## config.mk

```make
export PLATFORM = sky130hd
export DESIGN_NAME = bhpq_cmp
export DESIGN_NICKNAME = d
export VERILOG_FILES = /design/src/design/bhpq_cmp.sv
export SDC_FILE = /design/constraint.sdc
export NUM_CORES = 1
export LEC_CHECK = 0
export ABC_AREA = 1
export BUFFER_PORTS_ARGS = -buffer_cell sky130_fd_sc_hd__buf_2
export CAP_MARGIN = 20
export CELL_PAD_IN_SITES_DETAIL_PLACEMENT = 0
export CELL_PAD_IN_SITES_GLOBAL_PLACEMENT = 1
export CORE_UTILIZATION = 29
export DETAILED_ROUTE_END_ITERATION = 10
export GPL_TIMING_DRIVEN = 1
export PLACE_DENSITY = 0.95
export SLEW_MARGIN = 40
export SYNTH_ARGS = -nofsm -noshare
export SYNTH_HDL_FRONTEND = slang
export SYNTH_SLANG_ARGS = --single-unit
```

## constraint.sdc

```tcl
create_clock -name vclk -period 2.6
set_input_delay 0.13 -clock vclk [all_inputs]
set_output_delay 0.13 -clock vclk [all_outputs]
set_load 0.1 [all_outputs]
```

## src/design/bhpq_cmp.sv

```systemverilog
// Shared key comparator: tells whether key a strictly beats key b under the ordering mode.
module bhpq_cmp #(
    parameter int KW = 32
) (
    input  logic [KW-1:0] a,
    input  logic [KW-1:0] b,
    input  logic          order_mode,
    output logic          beats
);

    // Mode 0 keeps the largest key on top, mode 1 the smallest. Ties never win.
    assign beats = order_mode ? (a < b) : (a > b);

endmodule

```

# Word-level counts from Yosys, hierarchy flattened
# Cells that the tools add are included.
word_totals:
  rom_bits: 0
  ramBits: 0
  out_inout_bits: 1
  register_bits: 0
  mem_count: 0
  latch_bits: 0
classes:
  n_mul: 0
  muxes: 1
  div: 0
  addsub: 0
  n_shift: 0
  n_reduce_logical: 0
  magnitude_cmp: 2
  bitwise_logic: 0
  n_eq_ne: 0
ops:
  columns: ["operator", "count"]
  rows:
  - ["> comparator 32 bit", 1]
  - ["less-than comparator 32 bit", 1]
  - ["2-to-1 mux 1 bit", 1]

# Depth between registers and ports, before layout
# Gate-level depths: netlist (run 1).
logic_depth:
  depth_word: 2
  ltp_mapped: 16
  ltp_nobuf: 16

# Least setup slack after synthesis (run 1)
# OpenSTA, ideal clock, no wires.
synth_path:
  path_kind: "input to output"
  start: "input port b[7]"
  end: "output port beats"
  required_ns: 2.470
  cell_stages: 12
  slack_ns: 0.871
  arrival_ns: 1.599
  path_cell_list: "inv_1 ha_1 a21o_1 nor2_1 nand2_1 nand2_1 nand2_1 nand2_1 nand2_1 nand2_1 nand2_1 inv_1"
synth_between:
  elab_chain_cells: 2
  word_cells_on_any_way: 3
  classes_between: "2 x order compare; 1 x mux"
synth_lines:
  columns: ["item", "line", "text"]
  rows:
  - ["from (decl)", "6", "input logic [KW-1:0] b,"]
  - ["> comparator 32 bit / less-than comparator 32 bit (equally long branches)", "12", "assign beats = order_mode ? (a < b) : (a > b);"]
  - ["2-to-1 mux 1 bit *", "12", null]
  - ["to (decl)", "8", "output logic beats"]
# Mark *: on every way between the ends. The rest lies on a longest branch, timed or not.

# Worst setup path after layout (run 1)
layout_path:
  start: "input port a[7]"
  end: "output port beats"
layout_between:
  elab_chain_cells: 2
  word_cells_on_any_way: 3
  classes_between: "2 x order compare; 1 x mux"
layout_lines:
  columns: ["item", "line", "text"]
  rows:
  - ["from (decl)", "5", "input logic [KW-1:0] a,"]
  - ["> comparator 32 bit / less-than comparator 32 bit (equally long branches)", "12", null]
  - ["2-to-1 mux 1 bit *", "12", null]
# Marked as above.

==> impl_metrics.toml, run 1 <==
[route]
drt_iter0_drc = 17
drt-total-wl_um = 1690
num_vias = 1034
ant_nets = 0
drc = 6
viasPerCell = 4.24
firstDrtPassIters = 7
drt-wirelength-per-cell_um = 6.91

[cells_and_area]
fin_area_um2 = 1260
regArea_um2 = 0
diodes = 0
drive_above_1_share = 0.347
nClkBuffers = 0
fillers = 316
multi_input_area_um2 = 741
area_growth_pct = 41.3
seq_cell_count = 0
fin_nets = 312

[synthesis]
synth_cell_types = 17
yosys-top-cells-count = "nand2_1, inv_1, ha_1"
synth_top_family_by_area = "adder cells"
synth_top_area_frac = 0.448
ys_seq_area_frac = 0
synthSimpleGateAreaFrac = 0.266
synthCells = 147
synth_area_um2 = 895
yosys.cell_count.top_type = "nand2_1"
avgSynthCellArea_um2 = 6.09
synth_nets = 244
synth_xor_xnor_area_share = 0
netlist_top_cells_area = "ha_1, nand2_1, inv_1, a21oi_1, nor2_1"
synthAdderAreaFrac = 0.448
yosys_warnings = 0
synth_top_area_cell = "ha_1"
synth.area.mux_share = 0
synth_compound_area_frac = 0.115

[die]
fp.dieH_um = 57.5
rows = 19
ios = 66
core_um2 = 2830
start_util = 0.316
fp.dieW_um = 57.5
dieArea_um2 = 3310

[global_routing]
grt_pass1_wl_um = 3220
grt_usage = 0.111
gr-total-overflow = 0
antenna_found_initial = 0
grt_pass1_vias = 972
grt_max_degree = 4

[sta]
maxSlewViolCount = 0
hold_viol_final = 0
layout_min_cycle_time_ps = 1780
finalSetupTns_ps = 0
finalSetupViolations = 0
timing.fmax_mhz = 562
period_share = 0.685
tightest_slew_ps = 482
rsz0062_at_grt = "false"
maxSlewHeadroom = 0.681

[setup_path]
cpPeakStageDelay_ps = 410
crit_fanout = 2
cp.required_ps = 2470
critPathSlowestCell = "buf_2"
end_kind = "output port"
crit_buf_inv = 3
crit_chain = "buf_2 > ha_1 > a21o_1 > nor2_1 > nand2_1 > nand2_1 > nand2_1 > nand2_1 > nand2_1 > nand2_1 > nand2_1 > inv_1 > buf_2"
path_delay_family = "buffers and inverters"
crit_path_start_kind = "input pin"
crit_top_cell = "nand2_1"
worstPathArrival_ps = 1650
path_class = "in2out"

[pwr]
p_int_mw = 0.0878
leakage_nw = 0.867
vdd_drop_max_v = 0.0000482
p_per_area_nw_per_um2 = 145
finalPower_mw = 0.183
p_seq_frac = 0
p_sw_mw = 0.0954
power_frac_comb = 1.000
swShare = 0.521
pwr-share-clk = 0

[flow_run]
max_cap_viol_count = 0

[place]
dpl-instance-area_um2 = 1260
io_buffers = 66
place_congestion = 0.757
post-dp-hpwl_um = 1670

[hold_path]
hold_path.class = "in2out"

[outcome]
violations = "DRC"
status = "complete, but fails checks"

[clock_network]
ctsResizeCount = 0
cts_setup_buffers = 0
postCtsHoldBufs = 0
==> layout make-up <==
class	instances	share of cell area
well taps	31	0.0307
repair buffers	66	0.261
inverters	41	0.122
multi-input cells	106	0.586
==> worst paths after layout <==
check / start / endpoint / slack [ps] / cells past startpoint
worst min-delay path: order_mode / beats / 830 / 7
worst max-delay path: a[7] / beats / 820 / 13
==> per-stage QoR <==
step | utilization | cells | setup slack (ps) | hold slack [ps]
finish | 0.447 | 244 | 819 | 835
global route | 0.447 | 244 | 612 | 908
CTS | 0.447 | 244 | 797 | 846
detailed placement | 0.447 | 244 | 809 | 846
global placement | 0.447 | 244 | 812 | 841
floorplan | - | 147 | 871 | 776
==> cells by family after synthesis <==
logic type               Yosys count
buffers and inverters             41
AND/OR/NAND/NOR                   55
adder cells (fa/ha/maj)           32
AO/OA/AOI/OAI                     19
==> tightest hold or removal path, stage by stage <==
cell and delay, ps:
buf_2 70, inv_1 40, nand2_1 50, nand2_1 40
nand2_1 50, inv_1 30, buf_2 280
==> placed cells by master, fill, tap and decap left out, types with 2 or more instances in the layout <==
master	count
nand2_1	39
inv_1	38
nor2_1	7
nor2_2	3
a21oi_1	14
nand3_1	2
inv_2	2
buf_2	66
o21a_1	2
ha_1	32
==> power by group through the flow <==
stage | Combinational [mW] | Clock (mW) | Sequential [mW]
6_report | 0.183 | 0 | 0
5_1_grt | 0.219 | 0 | 0
3_5_place_dp | 0.186 | 0 | 0
4_1_cts | 0.187 | 0 | 0
3_3_place_gp | 0.184 | 0 | 0
2_1_floorplan | 0.118 | 0 | 0
==> per-layer routing <==
metal,part of all wire,global-route usage,up-vias
met4,0,0.0105,0
met1,0.45,0.136,404
met5,0,0,-
met2,0.44,0.216,41
li1,-,-,589
met3,0.10,0.00907,0
(Power assumes the default switching activity.)
==> inputs of run 2 (changes only) <==
--- a/config.mk
+++ b/config.mk
@@ -5,12 +5,12 @@
 export SDC_FILE = /design/constraint.sdc
 export NUM_CORES = 1
 export LEC_CHECK = 0
-export ABC_AREA = 1
+export ABC_AREA = 0
 export BUFFER_PORTS_ARGS = -buffer_cell sky130_fd_sc_hd__buf_2
 export CAP_MARGIN = 20
 export CELL_PAD_IN_SITES_DETAIL_PLACEMENT = 0
 export CELL_PAD_IN_SITES_GLOBAL_PLACEMENT = 1
-export CORE_UTILIZATION = 29
+export CORE_UTILIZATION = 27
 export DETAILED_ROUTE_END_ITERATION = 10
 export GPL_TIMING_DRIVEN = 1
 export PLACE_DENSITY = 0.95
==> constraint.sdc (replaced) <==
create_clock -name vclk -period 1.8
set_input_delay 0.09 -clock vclk [all_inputs]
set_output_delay 0.09 -clock vclk [all_outputs]
set_load 0.1 [all_outputs]
==> impl_metrics.toml, run 2 <==
[place]
io_buffers = 66
dp.cells = 224
place_congestion = 0.725
post-dp-hpwl_um = 1720

[synthesis]
yosys.cell_count.top_type = "inv_1"
synthCells = 117
synth_nets = 214
synth_cell_types = 18
synth_top_area_cell = "ha_1"
synth_top_family_by_area = "adder cells"
yosys-top-cells-count = "inv_1, ha_1, a21oi_1"
netlist_top_cells_area = "ha_1, inv_1, a21oi_1, nand4_1, nand2_1"
avgSynthCellArea_um2 = 6.97
synth.area.mux_share = 0.0138
synth_compound_area_frac = 0.192
synth_xor_xnor_area_share = 0
synth_top_area_frac = 0.491
synth_area_um2 = 816
synthAdderAreaFrac = 0.491
ys_seq_area_frac = 0
yosys_warnings = 0
synthSimpleGateAreaFrac = 0.152

[flow_run]
max_cap_viol_count = 0

[die]
ios = 66
core_um2 = 2810
start_util = 0.291
rows = 19
fp.dieH_um = 57.0
dieArea_um2 = 3250
fp.dieW_um = 57.0

[sta]
rsz0062_at_grt = "true"
maxSlewViolCount = 0
timing.fmax_mhz = 531
hold_viol_final = 0
period_share = 1.05
timing.final.ws_setup_ps = -84.2
tightest_slew_ps = 285
finalSetupViolations = 1
maxSlewHeadroom = 0.808
finalSetupTns_ps = -84.2
layout_min_cycle_time_ps = 1880

[setup_path]
cp.required_ps = 1710
worstPathArrival_ps = 1790
cpPeakStageDelay_ps = 510
crit_path_start_kind = "input pin"
end_kind = "output port"
crit_fanout = 3
crit_start = "b[30]"
critPathSlowestCell = "or4_4"
path_class = "in2out"
crit_chain = "buf_2 > inv_2 > ha_4 > nand4_1 > or4_4 > o21ai_2 > mux2_4 > buf_12"

[cells_and_area]
final_common_cell = "buf_2"
drive_above_1_share = 0.673
fillers = 250
post-route-util = 0.600
nClkBuffers = 0
seq_cell_count = 0
fin_nets = 295
fin_cells = 227
layout_common_cells = "buf_2, ha_4, inv_1, inv_2, buf_4"
area_growth_pct = 106
regArea_um2 = 0
diodes = 0

[pwr]
power_frac_comb = 1.000
p_sw_mw = 0.180
pwr-share-clk = 0
leakage_nw = 0.852
p_per_area_nw_per_um2 = 234
vdd_drop_max_v = 0.000105
p_seq_frac = 0
p_int_mw = 0.215
swShare = 0.455

[route]
viasPerCell = 4.64
drt_iter0_drc = 19
firstDrtPassIters = 7
drc = 8
drt-total-wl_um = 2400
ant_nets = 0
num_vias = 1054
drt-wirelength-per-cell_um = 10.6

[outcome]
violations = "DRC, setup timing"
status = "complete, but fails checks"

[clock_network]
postCtsHoldBufs = 0

[global_routing]
antenna_found_initial = 0
grt_pass1_vias = 937
grt_max_degree = 4
grt_pass1_wl_um = 3710
gr-total-overflow = 0
grt_usage = 0.140

[hold_path]
hold_path.class = "in2out"
hold_start = "order_mode"
## run 2: logic make-up (layout without fill, tap and decap cells)
family | after synthesis | after routing
buf+inv | 33 | 112
simple gates | 25 | 25
mux | 1 | 1
fa+ha+maj | 32 | 32
compound gates | 26 | 26
## run 2: layout make-up
| cell class | instances | area, um^2 | share of cell area |
|---|---|---|---|
| inverters | 33 | 129 | 0.0765 |
| repair buffers | 79 | 480 | 0.285 |
| multi-input cells | 84 | 1040 | 0.615 |
| well taps | 31 | 38.8 | 0.0230 |
## run 2: layer usage
| layer | up-vias | GRT usage | wire length, um |
|---|---|---|---|
| met4 | 0 | 0.0139 | 23 |
| met5 | - | 0 | 0 |
| met3 | 2 | 0.00454 | 97 |
| met1 | 455 | 0.158 | 965 |
| li1 | 566 | - | - |
| met2 | 31 | 0.296 | 1310 |
## run 2: path summary, 6_finish.rpt
kind | to | cells past startpoint
max | beats | 8
min | beats | 3
## run 2: per-stage QoR
step | hold WS (ps) | power, mW | worst slack [ps] | instance area [um^2]
after detailed placement | 583 | 0.283 | -183 | 1280
final | 583 | 0.395 | -84.2 | 1680
after floorplan | 501 | 0.152 | 35.6 | 820
after CTS | 584 | 0.343 | -69.0 | 1490
after global routing | 588 | 0.444 | -166 | 1680
after global placement | 582 | 0.279 | -149 | 1280
## run 2: worst max-delay path, delay by kind of cell
kind / cells / cell delay, ps
buf+inv: 3 / 290
simple gates: 2 / 660
compound gates: 1 / 160
mux: 1 / 320
fa+ha+maj: 1 / 270
## run 2: repair_timing
| action | CTS | global route |
|---|---|---|
| setup endpoints to repair | 1 | 1 |
| gates resized for setup | 33 | 29 |
| buffers inserted | 2 | 1 |
| pin swaps | 22 | 16 |
## run 2: power by group through the flow
stage / combinational, mW / sequential, mW / clock (mW)
floorplan: 0.152 / 0 / 0
global placement: 0.279 / 0 / 0
detailed placement: 0.283 / 0 / 0
CTS: 0.343 / 0 / 0
global route: 0.444 / 0 / 0
finish: 0.395 / 0 / 0
==> inputs of run 3 (changes only) <==
--- a/config.mk
+++ b/config.mk
@@ -6,15 +6,16 @@
 export NUM_CORES = 1
 export LEC_CHECK = 0
 export ABC_AREA = 0
-export BUFFER_PORTS_ARGS = -buffer_cell sky130_fd_sc_hd__buf_2
 export CAP_MARGIN = 20
 export CELL_PAD_IN_SITES_DETAIL_PLACEMENT = 0
 export CELL_PAD_IN_SITES_GLOBAL_PLACEMENT = 1
-export CORE_UTILIZATION = 27
+export CORE_UTILIZATION = 44
 export DETAILED_ROUTE_END_ITERATION = 10
+export DONT_BUFFER_PORTS = 1
 export GPL_TIMING_DRIVEN = 1
 export PLACE_DENSITY = 0.95
 export SLEW_MARGIN = 40
 export SYNTH_ARGS = -nofsm -noshare
 export SYNTH_HDL_FRONTEND = slang
 export SYNTH_SLANG_ARGS = --single-unit
+export TNS_END_PERCENT = 30
==> impl_metrics.toml, run 3 (same netlist as run 2, synthesis figures left out) <==
[cells_and_area]
fin_nets = 226
post-route-util = 0.728
layout_common_cells = "ha_4, inv_2, inv_1"
area_growth_pct = 54.0
fin_cells = 152
drive_above_1_share = 0.480
seq_cell_count = 0
regArea_um2 = 0
final_common_cell = "ha_4"
nClkBuffers = 0
fillers = 140
diodes = 0

[global_routing]
antenna_found_initial = 0
grt_pass1_wl_um = 2570
gr-total-overflow = 0
grt_max_degree = 5
grt_usage = 0.156
grt_pass1_vias = 714

[pwr]
power_frac_comb = 1.000
p_per_area_nw_per_um2 = 224
pwr-share-clk = 0
vdd_drop_max_v = 0.000121
leakage_nw = 0.559
swShare = 0.492
p_sw_mw = 0.139
p_int_mw = 0.143
p_seq_frac = 0

[setup_path]
path_class = "in2out"
end_kind = "output port"
crit_path_start_kind = "input pin"
critPathSlowestCell = "or4_4"
crit_buf_inv = 1
cp.required_ps = 1710
crit_chain = "inv_8 > ha_4 > nand4_1 > or4_4 > o21ai_2 > mux2_4"
worstPathArrival_ps = 1660
path_delay_family = "simple AND/OR/NAND/NOR gates"
crit_fanout = 4
cpPeakStageDelay_ps = 520

[sta]
hold_viol_final = 0
maxSlewHeadroom = 0.803
finalSetupViolations = 0
tightest_slew_ps = 297
holdWs_ps = 507
timing.fmax_mhz = 571
timing.final.ws_setup_ps = 48.2
maxSlewViolCount = 0
layout_min_cycle_time_ps = 1750
period_share = 0.973

[clock_network]
postCtsHoldBufs = 0

[die]
core_um2 = 1730
rows = 15
fp.dieW_um = 45.1
dieArea_um2 = 2030
start_util = 0.472
ios = 66
fp.dieH_um = 45.1

[place]
io_buffers = 0
dp.cells = 149
dpl_worst_slack_ps = -28.7
post-dp-hpwl_um = 1560
place_congestion = 0.688

[flow_run]
max_cap_viol_count = 0

[route]
ant_nets = 0
viasPerCell = 5.61
firstDrtPassIters = 3
drt-total-wl_um = 2140
num_vias = 853
drt-wirelength-per-cell_um = 14.1
drc = 0
drt_iter0_drc = 2

[hold_path]
hold_path.class = "in2out"

[outcome]
status = "finished, final reports clean"
run 3: worst paths after layout:
check,startpoint,endpoint,slack (ps),cells after the start
worst min-delay path,order_mode,beats,510,1
worst max-delay path,b[30],beats,50,6
run 3: per-stage QoR:
| stage | cell area, um^2 | TNS [ps] | power (mW) |
|---|---|---|---|
| after floorplan | 820 | 0 | 0.152 |
| after global placement | 903 | -37.2 | 0.186 |
| after detailed placement | 903 | -28.7 | 0.195 |
| after CTS | 927 | 0 | 0.202 |
| after global routing | 1260 | -36.6 | 0.317 |
| final | 1260 | 0 | 0.282 |
run 3: timing repair:
item,4_1_cts,5_1_grt
setup buffers,0,3
pin swaps,3,30
endpoints found under the setup margin,1,1
gates resized for setup,4,52
run 3: area by class of cell:
type | instances | area [um^2] | share of cell area
inverter | 33 | 134 | 0.107
timing repair buffer | 10 | 75.1 | 0.0598
tap | 25 | 31.3 | 0.0249
multi-input combinational | 84 | 1020 | 0.809
run 3: power by group through the flow:
stage          registers [mW]  logic, mW  clock network (mW)
2_1_floorplan               0      0.152                   0
3_3_place_gp                0      0.186                   0
3_5_place_dp                0      0.195                   0
4_1_cts                     0      0.202                   0
5_1_grt                     0      0.317                   0
6_report                    0      0.282                   0
run 3: metal layers:
metal,up-vias,wire (um),track usage
li1,430,-,-
met1,389,827,0.181
met2,34,1200,0.325
met3,0,110,0.00800
met4,0,0,0
met5,-,0,0
